<file path="src/design/bmp565_pkg.sv">
// Shared types, constants and helper functions for the BMP to RGB565 blend unit.
`timescale 1ns / 1ps

package bmp565_pkg;

    localparam int MAX_WIDTH_DEF  = 1024;
    localparam int MAX_HEIGHT_DEF = 1024;
    localparam int QUEUE_DEPTH_DEF = 4;

    // Config fields are 11 bits wide, so no effective dimension exceeds this.
    localparam int DIM_W   = 11;
    localparam int DIM_MAX = 2 ** DIM_W - 1;

    localparam int ADDR_W = 5;
    localparam int DATA_W = 32;

    localparam logic [2:0] REG_BYTES_PER_PIXEL  = 3'd0;
    localparam logic [2:0] REG_BITFIELDS_FORMAT = 3'd1;
    localparam logic [2:0] REG_IMAGE_WIDTH      = 3'd2;
    localparam logic [2:0] REG_IMAGE_HEIGHT     = 3'd3;
    localparam logic [2:0] REG_ORIGIN_X         = 3'd4;
    localparam logic [2:0] REG_ORIGIN_Y         = 3'd5;
    localparam logic [2:0] REG_BLEND_COLOR      = 3'd6;
    localparam logic [2:0] REG_BLEND_MODE       = 3'd7;

    localparam logic [1:0] MODE_BACKGROUND     = 2'd0;
    localparam logic [1:0] MODE_COLOR          = 2'd1;
    localparam logic [1:0] MODE_TINTED         = 2'd2;
    localparam logic [1:0] MODE_BACKGROUND_ALT = 2'd3;

    localparam logic [2:0] BPP_16 = 3'd2;
    localparam logic [2:0] BPP_24 = 3'd3;
    localparam logic [2:0] BPP_32 = 3'd4;

    // G:R:B spread so that each channel has headroom for the blend product.
    localparam logic [31:0] GRB_MASK = 32'h07E0F81F;

    typedef struct packed {
        logic [2:0]  bytes_per_pixel;
        logic        bitfields_format;
        logic [10:0] image_width;
        logic [10:0] image_height;
        logic [15:0] origin_x;
        logic [15:0] origin_y;
        logic [15:0] blend_color;
        logic [7:0]  blend_mode;
    } cfg_t;

    typedef struct packed {
        logic [7:0]  data_byte;
        logic [15:0] background_color;
    } in_item_t;

    typedef struct packed {
        logic [15:0] pixel_x;
        logic [15:0] pixel_y;
        logic [15:0] pixel_color;
        logic        last_pixel;
    } out_item_t;

    // One assembled pixel on its way from the front to the back.
    typedef struct packed {
        logic [7:0]  part0;
        logic [7:0]  part1;
        logic [7:0]  part2;
        logic [7:0]  final_byte;
        logic [15:0] background;
        logic [15:0] x;
        logic [15:0] y;
        logic        last;
    } job_t;

    function automatic logic [2:0] eff_bpp(input logic [2:0] v);
        eff_bpp = (v == BPP_24 || v == BPP_32) ? v : BPP_16;
    endfunction

    function automatic logic [15:0] blend565(input logic [15:0] s, input logic [15:0] d,
                                             input logic [4:0] a);
        logic [31:0] s2;
        logic [31:0] d2;
        logic [31:0] prod;
        logic [31:0] r;
        s2   = {s, s} & GRB_MASK;
        d2   = {d, d} & GRB_MASK;
        prod = (d2 - s2) * {27'd0, a};
        r    = ((prod >> 5) + s2) & GRB_MASK;
        blend565 = r[31:16] | r[15:0];
    endfunction

endpackage

</file>
<file path="src/design/bmp565_regs.sv">
// Configuration register file behind the APB-style port.
`timescale 1ns / 1ps

module bmp565_regs (
    input  logic                          clk,
    input  logic                          rst_n,
    input  logic                          psel,
    input  logic                          penable,
    input  logic                          pwrite,
    input  logic [bmp565_pkg::ADDR_W-1:0] paddr,
    input  logic [bmp565_pkg::DATA_W-1:0] pwdata,
    output logic [bmp565_pkg::DATA_W-1:0] prdata,
    output logic                          pready,
    output bmp565_pkg::cfg_t              cfg,
    output logic                          restart
);
    import bmp565_pkg::*;

    localparam cfg_t CFG_RESET = '{
        bytes_per_pixel:  BPP_16,
        bitfields_format: 1'b0,
        image_width:      11'd1,
        image_height:     11'd1,
        origin_x:         16'd0,
        origin_y:         16'd0,
        blend_color:      16'd0,
        blend_mode:       8'd0
    };

    cfg_t       cfg_reg;
    cfg_t       cfg_next;
    logic       restart_reg;
    logic       wr;
    logic [2:0] idx;

    assign pready = 1'b1;
    assign wr     = psel && penable && pwrite;
    assign idx    = paddr[ADDR_W-1:2];

    always_comb
    begin
        cfg_next = cfg_reg;
        if (wr)
        begin
            unique case (idx)
                REG_BYTES_PER_PIXEL:  cfg_next.bytes_per_pixel  = pwdata[2:0];
                REG_BITFIELDS_FORMAT: cfg_next.bitfields_format = pwdata[0];
                REG_IMAGE_WIDTH:      cfg_next.image_width      = pwdata[10:0];
                REG_IMAGE_HEIGHT:     cfg_next.image_height     = pwdata[10:0];
                REG_ORIGIN_X:         cfg_next.origin_x         = pwdata[15:0];
                REG_ORIGIN_Y:         cfg_next.origin_y         = pwdata[15:0];
                REG_BLEND_COLOR:      cfg_next.blend_color      = pwdata[15:0];
                REG_BLEND_MODE:       cfg_next.blend_mode       = pwdata[7:0];
            endcase
        end
    end

    always_comb
    begin
        unique case (idx)
            REG_BYTES_PER_PIXEL:  prdata = {29'd0, cfg_reg.bytes_per_pixel};
            REG_BITFIELDS_FORMAT: prdata = {31'd0, cfg_reg.bitfields_format};
            REG_IMAGE_WIDTH:      prdata = {21'd0, cfg_reg.image_width};
            REG_IMAGE_HEIGHT:     prdata = {21'd0, cfg_reg.image_height};
            REG_ORIGIN_X:         prdata = {16'd0, cfg_reg.origin_x};
            REG_ORIGIN_Y:         prdata = {16'd0, cfg_reg.origin_y};
            REG_BLEND_COLOR:      prdata = {16'd0, cfg_reg.blend_color};
            REG_BLEND_MODE:       prdata = {24'd0, cfg_reg.blend_mode};
        endcase
    end

    always_ff @(posedge clk or negedge rst_n)
    begin
        if (!rst_n)
        begin
            cfg_reg     <= CFG_RESET;
            restart_reg <= 1'b0;
        end
        else
        begin
            cfg_reg     <= cfg_next;
            restart_reg <= wr;
        end
    end

    assign cfg     = cfg_reg;
    assign restart = restart_reg;

endmodule

</file>
<file path="src/design/bmp565_front.sv">
// Front end: takes pixel-array bytes, tracks row and column, assembles pixels.
`timescale 1ns / 1ps

module bmp565_front #(
    parameter int MAX_WIDTH  = bmp565_pkg::MAX_WIDTH_DEF,
    parameter int MAX_HEIGHT = bmp565_pkg::MAX_HEIGHT_DEF
) (
    input  logic                 clk,
    input  logic                 rst_n,
    input  bmp565_pkg::cfg_t     cfg,
    input  logic                 restart,
    input  logic                 push,
    input  bmp565_pkg::in_item_t item,
    output logic                 full,
    input  logic                 q_full,
    output logic                 q_push,
    output bmp565_pkg::job_t     job
);
    import bmp565_pkg::*;

    localparam int EW    = (MAX_WIDTH > DIM_MAX) ? DIM_MAX : MAX_WIDTH;
    localparam int EH    = (MAX_HEIGHT > DIM_MAX) ? DIM_MAX : MAX_HEIGHT;
    localparam int COL_W = $clog2(EW + 1);
    localparam int ROW_W = $clog2(EH + 1);
    localparam int RB_W  = COL_W + 2;
    localparam logic [DIM_W-1:0] W_CLAMP = DIM_W'(EW);
    localparam logic [DIM_W-1:0] H_CLAMP = DIM_W'(EH);

    logic [1:0]       bip_reg;
    logic [RB_W-1:0]  row_byte_reg;
    logic [COL_W-1:0] col_reg;
    logic [ROW_W-1:0] row_reg;
    logic [7:0]       part_reg [0:2];

    logic [2:0]       bpp;
    logic [COL_W-1:0] w_eff;
    logic [ROW_W-1:0] h_eff;
    logic [RB_W-1:0]  data_len;
    logic [RB_W:0]    row_len_ext;
    logic [RB_W-1:0]  row_len;
    logic [RB_W-1:0]  row_byte_inc;
    logic             row_end;
    logic             in_data;
    logic             pix_done;
    logic             accept;

    assign bpp = eff_bpp(cfg.bytes_per_pixel);

    always_comb
    begin
        priority if (cfg.image_width == '0)
            w_eff = COL_W'(1);
        else if (cfg.image_width > W_CLAMP)
            w_eff = COL_W'(EW);
        else
            w_eff = COL_W'(cfg.image_width);

        priority if (cfg.image_height == '0)
            h_eff = ROW_W'(1);
        else if (cfg.image_height > H_CLAMP)
            h_eff = ROW_W'(EH);
        else
            h_eff = ROW_W'(cfg.image_height);
    end

    always_comb
    begin
        unique case (bpp)
            BPP_24:  data_len = {1'b0, w_eff, 1'b0} + {2'b00, w_eff};
            BPP_32:  data_len = {w_eff, 2'b00};
            default: data_len = {1'b0, w_eff, 1'b0};
        endcase
    end

    // Rows are padded up to a multiple of four bytes.
    assign row_len_ext  = {1'b0, data_len} + (RB_W + 1)'(3);
    assign row_len      = {row_len_ext[RB_W-1:2], 2'b00};
    assign row_byte_inc = row_byte_reg + 1'b1;
    assign row_end      = (row_byte_inc == row_len);
    assign in_data      = (row_byte_reg < data_len);
    assign pix_done     = in_data && (({1'b0, bip_reg} + 3'd1) == bpp);

    assign full   = q_full || restart;
    assign accept = push && !full;
    assign q_push = accept && pix_done;

    assign job.part0      = part_reg[0];
    assign job.part1      = part_reg[1];
    assign job.part2      = part_reg[2];
    assign job.final_byte = item.data_byte;
    assign job.background = item.background_color;
    assign job.x          = cfg.origin_x + 16'(col_reg);
    assign job.y          = cfg.origin_y + 16'(row_reg);
    assign job.last       = (row_reg == '0) && ((col_reg + 1'b1) == w_eff);

    always_ff @(posedge clk or negedge rst_n)
    begin
        if (!rst_n)
        begin
            bip_reg      <= '0;
            row_byte_reg <= '0;
            col_reg      <= '0;
            row_reg      <= '0;
        end
        else if (restart)
        begin
            bip_reg      <= '0;
            row_byte_reg <= '0;
            col_reg      <= '0;
            row_reg      <= h_eff - 1'b1;
        end
        else if (accept)
        begin
            if (row_end)
            begin
                // Rows arrive bottom-up; wrap to the bottom row after the top one.
                row_byte_reg <= '0;
                col_reg      <= '0;
                bip_reg      <= '0;
                if (row_reg == '0)
                    row_reg <= h_eff - 1'b1;
                else
                    row_reg <= row_reg - 1'b1;
            end
            else
            begin
                row_byte_reg <= row_byte_inc;
                if (in_data)
                begin
                    if (pix_done)
                    begin
                        bip_reg <= '0;
                        col_reg <= col_reg + 1'b1;
                    end
                    else
                    begin
                        bip_reg <= bip_reg + 1'b1;
                    end
                end
            end
        end
    end

    always_ff @(posedge clk)
    begin
        if (accept && in_data && !pix_done)
        begin
            for (int i = 0; i < 3; i++)
            begin
                if (bip_reg == 2'(i))
                    part_reg[i] <= item.data_byte;
            end
        end
    end

endmodule

</file>
<file path="src/design/bmp565_queue.sv">
// Short pixel queue that decouples the front end from the color back end.
`timescale 1ns / 1ps

module bmp565_queue #(
    parameter int DEPTH = bmp565_pkg::QUEUE_DEPTH_DEF
) (
    input  logic             clk,
    input  logic             rst_n,
    input  logic             push,
    input  bmp565_pkg::job_t din,
    output logic             full,
    input  logic             pop,
    output logic             valid,
    output bmp565_pkg::job_t dout
);
    import bmp565_pkg::*;

    localparam int PTR_W = (DEPTH > 1) ? $clog2(DEPTH) : 1;

    job_t             slot_reg [DEPTH];
    logic [PTR_W-1:0] wr_ptr_reg;
    logic [PTR_W-1:0] rd_ptr_reg;
    logic [PTR_W:0]   count_reg;
    logic             do_push;
    logic             do_pop;

    assign full    = (count_reg == (PTR_W + 1)'(DEPTH));
    assign valid   = (count_reg != '0);
    assign do_push = push && !full;
    assign do_pop  = pop && valid;
    assign dout    = slot_reg[rd_ptr_reg];

    always_ff @(posedge clk or negedge rst_n)
    begin
        if (!rst_n)
        begin
            wr_ptr_reg <= '0;
            rd_ptr_reg <= '0;
            count_reg  <= '0;
        end
        else
        begin
            if (do_push)
                wr_ptr_reg <= (wr_ptr_reg == PTR_W'(DEPTH - 1)) ? '0 : wr_ptr_reg + 1'b1;
            if (do_pop)
                rd_ptr_reg <= (rd_ptr_reg == PTR_W'(DEPTH - 1)) ? '0 : rd_ptr_reg + 1'b1;
            if (do_push && !do_pop)
                count_reg <= count_reg + 1'b1;
            else if (do_pop && !do_push)
                count_reg <= count_reg - 1'b1;
        end
    end

    always_ff @(posedge clk)
    begin
        if (do_push)
            slot_reg[wr_ptr_reg] <= din;
    end

endmodule

</file>
<file path="src/design/bmp565_back.sv">
// Back end: decodes the pixel format, blends 32-bit pixels, holds the result word.
`timescale 1ns / 1ps

module bmp565_back (
    input  logic                  clk,
    input  logic                  rst_n,
    input  bmp565_pkg::cfg_t      cfg,
    input  logic                  job_valid,
    input  bmp565_pkg::job_t      job,
    output logic                  job_pop,
    output bmp565_pkg::out_item_t result,
    output logic                  empty,
    input  logic                  pop
);
    import bmp565_pkg::*;

    logic [2:0]  bpp;
    logic [1:0]  mode;
    logic [15:0] color;
    logic [15:0] source;

    logic        a_valid_reg;
    logic [15:0] a_color_reg;
    logic [15:0] a_source_reg;
    logic [4:0]  a_alpha_reg;
    logic        a_blend_reg;
    logic [15:0] a_x_reg;
    logic [15:0] a_y_reg;
    logic        a_last_reg;

    logic        out_valid_reg;
    out_item_t   out_reg;

    logic        out_ready;
    logic        a_ready;

    assign bpp  = eff_bpp(cfg.bytes_per_pixel);
    assign mode = cfg.blend_mode[7:6];

    // Stage A: format decode and blend source selection.
    always_comb
    begin
        if (bpp == BPP_16)
        begin
            if (cfg.bitfields_format)
                color = {job.final_byte, job.part0};
            else
                color = {job.final_byte[6:0], job.part0[7:5], 1'b0, job.part0[4:0]};
        end
        else if (bpp == BPP_24)
        begin
            color = {job.final_byte[7:3], job.part1[7:2], job.part0[7:3]};
        end
        else
        begin
            color = {job.part2[7:3], job.part1[7:2], job.part0[7:3]};
        end
    end

    always_comb
    begin
        unique case (mode)
            MODE_COLOR:  source = cfg.blend_color;
            MODE_TINTED: source = blend565(job.background, cfg.blend_color,
                                           cfg.blend_mode[4:0]);
            MODE_BACKGROUND, MODE_BACKGROUND_ALT: source = job.background;
        endcase
    end

    assign out_ready = !out_valid_reg || pop;
    assign a_ready   = !a_valid_reg || out_ready;
    assign job_pop   = job_valid && a_ready;

    always_ff @(posedge clk or negedge rst_n)
    begin
        if (!rst_n)
        begin
            a_valid_reg   <= 1'b0;
            out_valid_reg <= 1'b0;
        end
        else
        begin
            if (a_ready)
                a_valid_reg <= job_valid;
            if (out_ready)
                out_valid_reg <= a_valid_reg;
        end
    end

    always_ff @(posedge clk)
    begin
        if (job_pop)
        begin
            a_color_reg  <= color;
            a_source_reg <= source;
            a_alpha_reg  <= job.final_byte[7:3];
            a_blend_reg  <= (bpp == BPP_32);
            a_x_reg      <= job.x;
            a_y_reg      <= job.y;
            a_last_reg   <= job.last;
        end
        // Stage B: final alpha blend into the result word.
        if (a_valid_reg && out_ready)
        begin
            out_reg <= '{
                pixel_x:     a_x_reg,
                pixel_y:     a_y_reg,
                pixel_color: a_blend_reg ?
                             blend565(a_source_reg, a_color_reg, a_alpha_reg) :
                             a_color_reg,
                last_pixel:  a_last_reg
            };
        end
    end

    assign result = out_reg;
    assign empty  = !out_valid_reg;

endmodule

</file>
<file path="src/design/bmp_pixel_stream_to_rgb565_blend_unit.sv">
// Top level of the BMP pixel-array to RGB565 streamer with alpha blending.
`timescale 1ns / 1ps

// Push one byte of the BMP pixel array per cycle, row padding included; the
// unit accepts a byte every cycle while its pixel queue has room. Each pixel
// whose last byte arrives gives one RGB565 word with its screen coordinate,
// after it has gone through the pixel queue, the format decode and background
// tint register and the alpha blend into the result register. 32-bit pixels
// are blended with a 5-bit alpha taken from the top bits of the alpha byte.
// Rows are expected bottom-up, and after the padding of the top row the unit
// starts over on the next image. Any configuration write restarts the frame
// and holds full high for one cycle.
module bmp_pixel_stream_to_rgb565_blend_unit #(
    parameter int MAX_WIDTH   = bmp565_pkg::MAX_WIDTH_DEF,
    parameter int MAX_HEIGHT  = bmp565_pkg::MAX_HEIGHT_DEF,
    parameter int QUEUE_DEPTH = bmp565_pkg::QUEUE_DEPTH_DEF
) (
    input  logic                          clk,
    input  logic                          rst_n,
    input  logic                          push,
    input  bmp565_pkg::in_item_t          item,
    output logic                          full,
    output bmp565_pkg::out_item_t         result,
    output logic                          empty,
    input  logic                          pop,
    input  logic                          psel,
    input  logic                          penable,
    input  logic                          pwrite,
    input  logic [bmp565_pkg::ADDR_W-1:0] paddr,
    input  logic [bmp565_pkg::DATA_W-1:0] pwdata,
    output logic [bmp565_pkg::DATA_W-1:0] prdata,
    output logic                          pready
);
    import bmp565_pkg::*;

    cfg_t cfg;
    logic restart;
    logic q_full;
    logic q_push;
    logic q_valid;
    logic q_pop;
    job_t job_in;
    job_t job_out;

    bmp565_regs u_regs (
        .clk     (clk),
        .rst_n   (rst_n),
        .psel    (psel),
        .penable (penable),
        .pwrite  (pwrite),
        .paddr   (paddr),
        .pwdata  (pwdata),
        .prdata  (prdata),
        .pready  (pready),
        .cfg     (cfg),
        .restart (restart)
    );

    bmp565_front #(
        .MAX_WIDTH  (MAX_WIDTH),
        .MAX_HEIGHT (MAX_HEIGHT)
    ) u_front (
        .clk     (clk),
        .rst_n   (rst_n),
        .cfg     (cfg),
        .restart (restart),
        .push    (push),
        .item    (item),
        .full    (full),
        .q_full  (q_full),
        .q_push  (q_push),
        .job     (job_in)
    );

    bmp565_queue #(
        .DEPTH (QUEUE_DEPTH)
    ) u_queue (
        .clk   (clk),
        .rst_n (rst_n),
        .push  (q_push),
        .din   (job_in),
        .full  (q_full),
        .pop   (q_pop),
        .valid (q_valid),
        .dout  (job_out)
    );

    bmp565_back u_back (
        .clk       (clk),
        .rst_n     (rst_n),
        .cfg       (cfg),
        .job_valid (q_valid),
        .job       (job_out),
        .job_pop   (q_pop),
        .result    (result),
        .empty     (empty),
        .pop       (pop)
    );

    // A configuration write must block input for the restart cycle.
    a_restart_blocks: assert property (@(posedge clk) disable iff (!rst_n)
        (psel && penable && pwrite && pready) |=> full)
        else $error("input not blocked after configuration write");

    // The front end never hands a pixel to a full queue.
    a_no_overflow: assert property (@(posedge clk) disable iff (!rst_n)
        q_push |-> !q_full)
        else $error("pixel pushed into full queue");

    // A queued pixel stays until the back end takes it.
    a_queue_holds: assert property (@(posedge clk) disable iff (!rst_n)
        (q_valid && !q_pop) |=> q_valid)
        else $error("queued pixel lost");

    // Only an accepted result empties a lone output word with nothing behind it.
    a_result_held: assert property (@(posedge clk) disable iff (!rst_n)
        (!empty && !pop) |=> !empty)
        else $error("result dropped without pop");

endmodule

</file>
<file path="config.mk">
export PLATFORM = sky130hd
export DESIGN_NAME = bmp_pixel_stream_to_rgb565_blend_unit
export DESIGN_NICKNAME = d
export VERILOG_FILES = /design/src/design/bmp565_pkg.sv /design/src/design/bmp565_regs.sv /design/src/design/bmp565_front.sv /design/src/design/bmp565_queue.sv /design/src/design/bmp565_back.sv /design/src/design/bmp_pixel_stream_to_rgb565_blend_unit.sv
export SDC_FILE = /design/constraint.sdc
export NUM_CORES = 1
export LEC_CHECK = 0
export BUFFER_PORTS_ARGS = -buffer_cell sky130_fd_sc_hd__buf_2
export CORE_MARGIN = 10
export CORE_UTILIZATION = 33
export CTS_CLUSTER_SIZE = 25
export DETAILED_ROUTE_END_ITERATION = 10
export PLACE_DENSITY_LB_ADDON = 0.12
export SLEW_MARGIN = 10
export SYNTH_ARGS = -nofsm -noshare
export SYNTH_HDL_FRONTEND = slang
export SYNTH_HIERARCHICAL = 1
export SYNTH_SLANG_ARGS = --single-unit
</file>
<file path="constraint.sdc">
create_clock -name clk -period 16 [get_ports clk]
set_input_delay 3.2 -clock clk [delete_from_list [all_inputs] [get_ports clk]]
set_output_delay 3.2 -clock clk [all_outputs]
set_load 0.005 [all_outputs]
</file>
* Yosys cells after proc, flatten, opt, wreduce, memory -nomap -nowiden
Memories as Yosys holds them, arrays and structs flattened.
Index checks and enable logic that the tools add are counted.
** Word-level totals
- Register bits :: 249
- RAM bits :: 348
- Input bits :: 68
- Memories :: 2
** Memory list
- u_queue.slot_reg :: words 4, bits a word 81, rd ports 1, clocked after Yosys merged registers in 0, wr ports 1, RTL line bmp565_queue.sv:20 : job_t slot_reg [DEPTH];
- u_front.part_reg :: words 3, bits a word 8, rd ports 3, clocked after Yosys merged registers in 0, wr ports 1, RTL line bmp565_front.sv:33 : logic [7:0] part_reg [0:2];
** Operators by class
- $add $sub $neg :: 18
- Multiply operators :: 2
- $lt $le $gt $ge :: 3
- Equal/unequal tests :: 23
- Mux-type cells :: 50
- Bitwise gates (word level) :: 2
- Reductions and logical operators :: 51
** Operators with widths (count)
- $pmux W32 S8 :: 1
- $mux W11 :: 13
- $mul A32 B5 Y32 :: 2
- $mux W16 :: 4
- $sub A27 B27 Y28 :: 2
- $add A27 B27 Y27 :: 2
- $pmux W16 S3 :: 1
- $mux W13 :: 3
- $logic_not A11 Y1 :: 3
- $add A16 B11 Y16 :: 2
- $or A11 B16 Y16 :: 2
- $pmux W13 S2 :: 1
- $gt A11 B11 Y1 const B :: 2
- $sub A11 B1 Y11 const B :: 2
- $eq A3 B3 Y1 const B :: 7
- $reduce_and A2 Y1 :: 10
- $mux W2 :: 9
- $mux W8 :: 2
- $reduce_or A8 Y1 :: 2
- $eq A3 B2 Y1 const B :: 5
- $logic_and A1 B1 Y1 :: 14
- $add A12 B11 Y13 :: 1
- $add A13 B1 Y13 const B :: 1
- $add A13 B2 Y13 const B :: 1
- 22 further kinds :: 57

* Depth between registers and ports, before layout
- Depth after elaboration :: 14
- Mapped depth :: 43
- Gate-level depth less buffers :: 41

* Cells and area by module
The synthesis kept the hierarchy.
** Modules (own cells, without submodules)
- bmp565_back :: instances 1, cells an instance 1680, area an instance 15718.8 um2, seq. area each 3653.5 um2
- bmp565_queue :: instances 1, cells an instance 460, area an instance 12132.9 um2, seq. area each 9904.5 um2
- bmp565_front :: instances 1, cells an instance 767, area an instance 6293.5 um2, seq. area each 1646.6 um2
- bmp565_regs :: instances 1, cells an instance 303, area an instance 4095.2 um2, seq. area each 2080.7 um2

* Worst setup path after synthesis
OpenSTA, ideal clock, no wires.
- Path kind :: input to register
- From :: input port pop
- To :: register u_queue.count_reg[1]
- Arrival time :: 9899 ps
- Required time :: 15875 ps
- Slack :: 5976 ps
- Stages :: 7
- Path through :: nor2_1 -> a21boi_0 -> nand2_2 -> ha_1 -> inv_1 -> fa_1 -> mux2_2
** Between the ends
- Word-level cells in the longest chain between the ends :: 7
- Elaborated cells between the ends (all ways) :: 9
- Classes of those cells :: mux (1); reduce/logical (8)
** RTL lines
- from (decl) :: RTL line bmp_pixel_stream_to_rgb565_blend_unit.sv:25 : input logic pop,
- $logic_or A1 B1 Y1 * :: RTL line bmp565_back.sv:70 : assign out_ready = !out_valid_reg || pop;
- $logic_or A1 B1 Y1 * :: RTL line bmp565_back.sv:71 : assign a_ready = !a_valid_reg || out_ready;
- $logic_and A1 B1 Y1 * :: RTL line bmp565_back.sv:72 : assign job_pop = job_valid && a_ready;
- named net q_pop :: RTL line bmp_pixel_stream_to_rgb565_blend_unit.sv:41 : logic q_pop;
- $logic_and A1 B1 Y1 * :: RTL line bmp565_queue.sv:30 : assign do_pop = pop && valid;
- $logic_not A1 Y1 :: RTL line bmp565_queue.sv:47 : if (do_push && !do_pop)
- $logic_and A1 B1 Y1 :: RTL line bmp565_queue.sv:47
- $mux W3 / $reduce_bool A2 Y1 (equally long branches)
- to (signal assigned) :: RTL line bmp565_queue.sv:48 : count_reg <= count_reg + 1'b1;
- to (signal assigned) :: RTL line bmp565_queue.sv:50 : count_reg <= count_reg - 1'b1;
- to (decl) :: RTL line bmp565_queue.sv:23 : logic [PTR_W:0] count_reg;
The timed path passes the listed nets; every way through them passes the cells marked *.
A chain may end at the register's enable or synchronous reset.

==> results.md <==
- Pin count of the biggest net entering global routing: 72
- Post-synthesis average cell area: 11.8 um^2
- Fin crit period: 10500 ps
- Status: completed
- Slew Limit Fails: 0
- Worst hold path type: flop to flop
- Core Rows: 123
- Grt ovf: 0
- Unrepaired setup endpoints after global routing: false
- Final Cycle Share: 65.6%
- Worst setup path end: u_back/a_source_reg[10]$_DFFE_PP_
- Clk_lat worst skew: 640 ps
- DP HPWL: 76100 um
- Die area: 0.127 mm^2
- Worst r2r path cells: 37
- Core box area: 0.112 mm^2
- Final #Nets: 3685
- IO Pins: 152
- Top Layer Used: met5
- Syn. warnings: 6
- CP max-delay cell: nor4_1
- Crit path launch: u_queue/rd_ptr_reg[0]$_DFFE_PN0P_
- Max reg flops: 304
- CP endpoint kind: flop
- Slew @ Worst Pin: 1170 ps
- First-pass GRT wire length: 156000 um
- Pre-CTS WS: 5610 ps
- Reg-to-Reg End: u_back/a_source_reg[10]$_DFFE_PP_
- Detail Route Antenna Nets: 0
- Critical path peak fanout: 17
- Metal2 WL: 48500 um
- Family with the most delay on the worst path: compound AO/OA/AOI/OAI gates
- Setup-failing EPs final: 0
- WP buf/inv: 4
- Initial antenna violation count: 5
- Total track usage: 15.9%
- I/O Buffers: 116
- Placed insts: 4686
- CP arrival: 10830 ps
- Hold Path Origin: u_back/a_x_reg[5]$_DFFE_PP_
- Worst-path clk slew: 60 ps
- Routed len/inst: 21.2 um
- Starting Density: 33.2%
- Metal3 WL: 4370 um
- Remaining DRCs: 0
- CTS sink count: 572
- CTS buffer count: 69
- Fin Clk Skew: 34.1 ps
- Vias per cell: 5.09
- Final WL: 102000 um
- Max-cap viol count: 0
- Post-CTS Setup Inserts: 0
- Critical Path RT: 16330 ps
- R2R setup slack: 5500 ps
- Setup crit start kind: flop
- Mapped cell area: 0.0374 mm^2
- Area growth syn-to-layout: 11.0%
- Kind of critical path: flop to flop
- CP max stage delay: 740 ps
- Chip Height: 357 um
- Min Hold Slack: 411 ps
- Setup_tns: 0 ps
- Rel. slew slack: 21.7%
- Setup ws final: 5500 ps
- Post_cts resized: 0
- GPL Wtd Cong: 0.850
- H-tree Lvls: 3
- Vias: 24510
- WL met1: 47100 um
- CTS root buffer: clkbuf_16
- Die X: 357 um
- Fmax achieved: 0.0953 GHz
- Worst flop-to-flop path startpoint: u_queue/rd_ptr_reg[0]$_DFFE_PN0P_
- DRT Pass-1 Iters: 5
- Final hold vios: 0
- Hold_buf cts: 0
- CTS tree: done
- CTS Buffer Depth: 3
- Worst Hold Depth: 0
- Gate Count Post-Synth: 3180
- Initial drt markers: 1606
- Vias in the first global route: 25537
- WP depth: 37
- Share of cells above drive strength 1: 14.5%
- Cell Count, Final, Fillers Out: 4813
final cells by class:
type | instances | area [um^2]
antenna | 4 | 10.0
clock buffer | 84 | 1790
clock inverter | 39 | 472
fill | 10929 | 71000
inverter | 313 | 1170
multi-input combinational | 2168 | 18900
sequential | 572 | 16500
tap | 1500 | 1880
timing repair buffer | 133 | 714
worst min-delay path by stage:
stage / to / slack, ps
2_1_floorplan: u_back/result[0]$_DFFE_PP_ / 400
3_3_place_gp: u_back/result[42]$_DFFE_PP_ / 410
3_5_place_dp: u_back/result[38]$_DFFE_PP_ / 400
4_1_cts: u_back/result[38]$_DFFE_PP_ / 410
5_1_grt: u_back/result[29]$_DFFE_PP_ / 430
6_report: u_back/result[38]$_DFFE_PP_ / 410
cells in the final DEF (no fill, tap or decap), types with 15 or more instances in the layout:
| cell | instances |
|---|---|
| nor3_1 | 43 |
| conb_1 | 17 |
| clkbuf_16 | 69 |
| mux2i_1 | 29 |
| nand2_1 | 234 |
| and3_1 | 36 |
| a21boi_0 | 20 |
| a31oi_1 | 20 |
| xor2_1 | 42 |
| nor2b_1 | 58 |
| mux2_2 | 93 |
| buf_2 | 115 |
| nor4_1 | 15 |
| nor2_1 | 158 |
| buf_4 | 17 |
| o21ai_0 | 114 |
| inv_1 | 313 |
| edfxtp_1 | 443 |
| xnor2_1 | 123 |
| nand2b_1 | 38 |
| a21o_1 | 46 |
| a22oi_1 | 19 |
| a21oi_1 | 115 |
| o21a_1 | 22 |
| nand4_1 | 15 |
| and2_1 | 141 |
| or3_1 | 20 |
| nand3_1 | 42 |
| ha_1 | 186 |
| mux4_2 | 81 |
| fa_1 | 174 |
| dfrtp_1 | 124 |
per-stage QoR:
stage	util, %	instance area, um^2
global route	36.9	41500
floorplan	-	37400
global placement	34.9	39200
detailed placement	34.9	39200
CTS	36.9	41500
finish	36.9	41500
layer usage:
metal,track usage (%),vias to the layer above
li1,-,11479
met1,21.5,12439
met2,26.3,487
met3,2.54,101
met4,4.13,4
met5,0,-
Power is left out: the tool's default activity adds up to more than one toggle a clock period on the data nets, which glitch-free logic cannot reach.
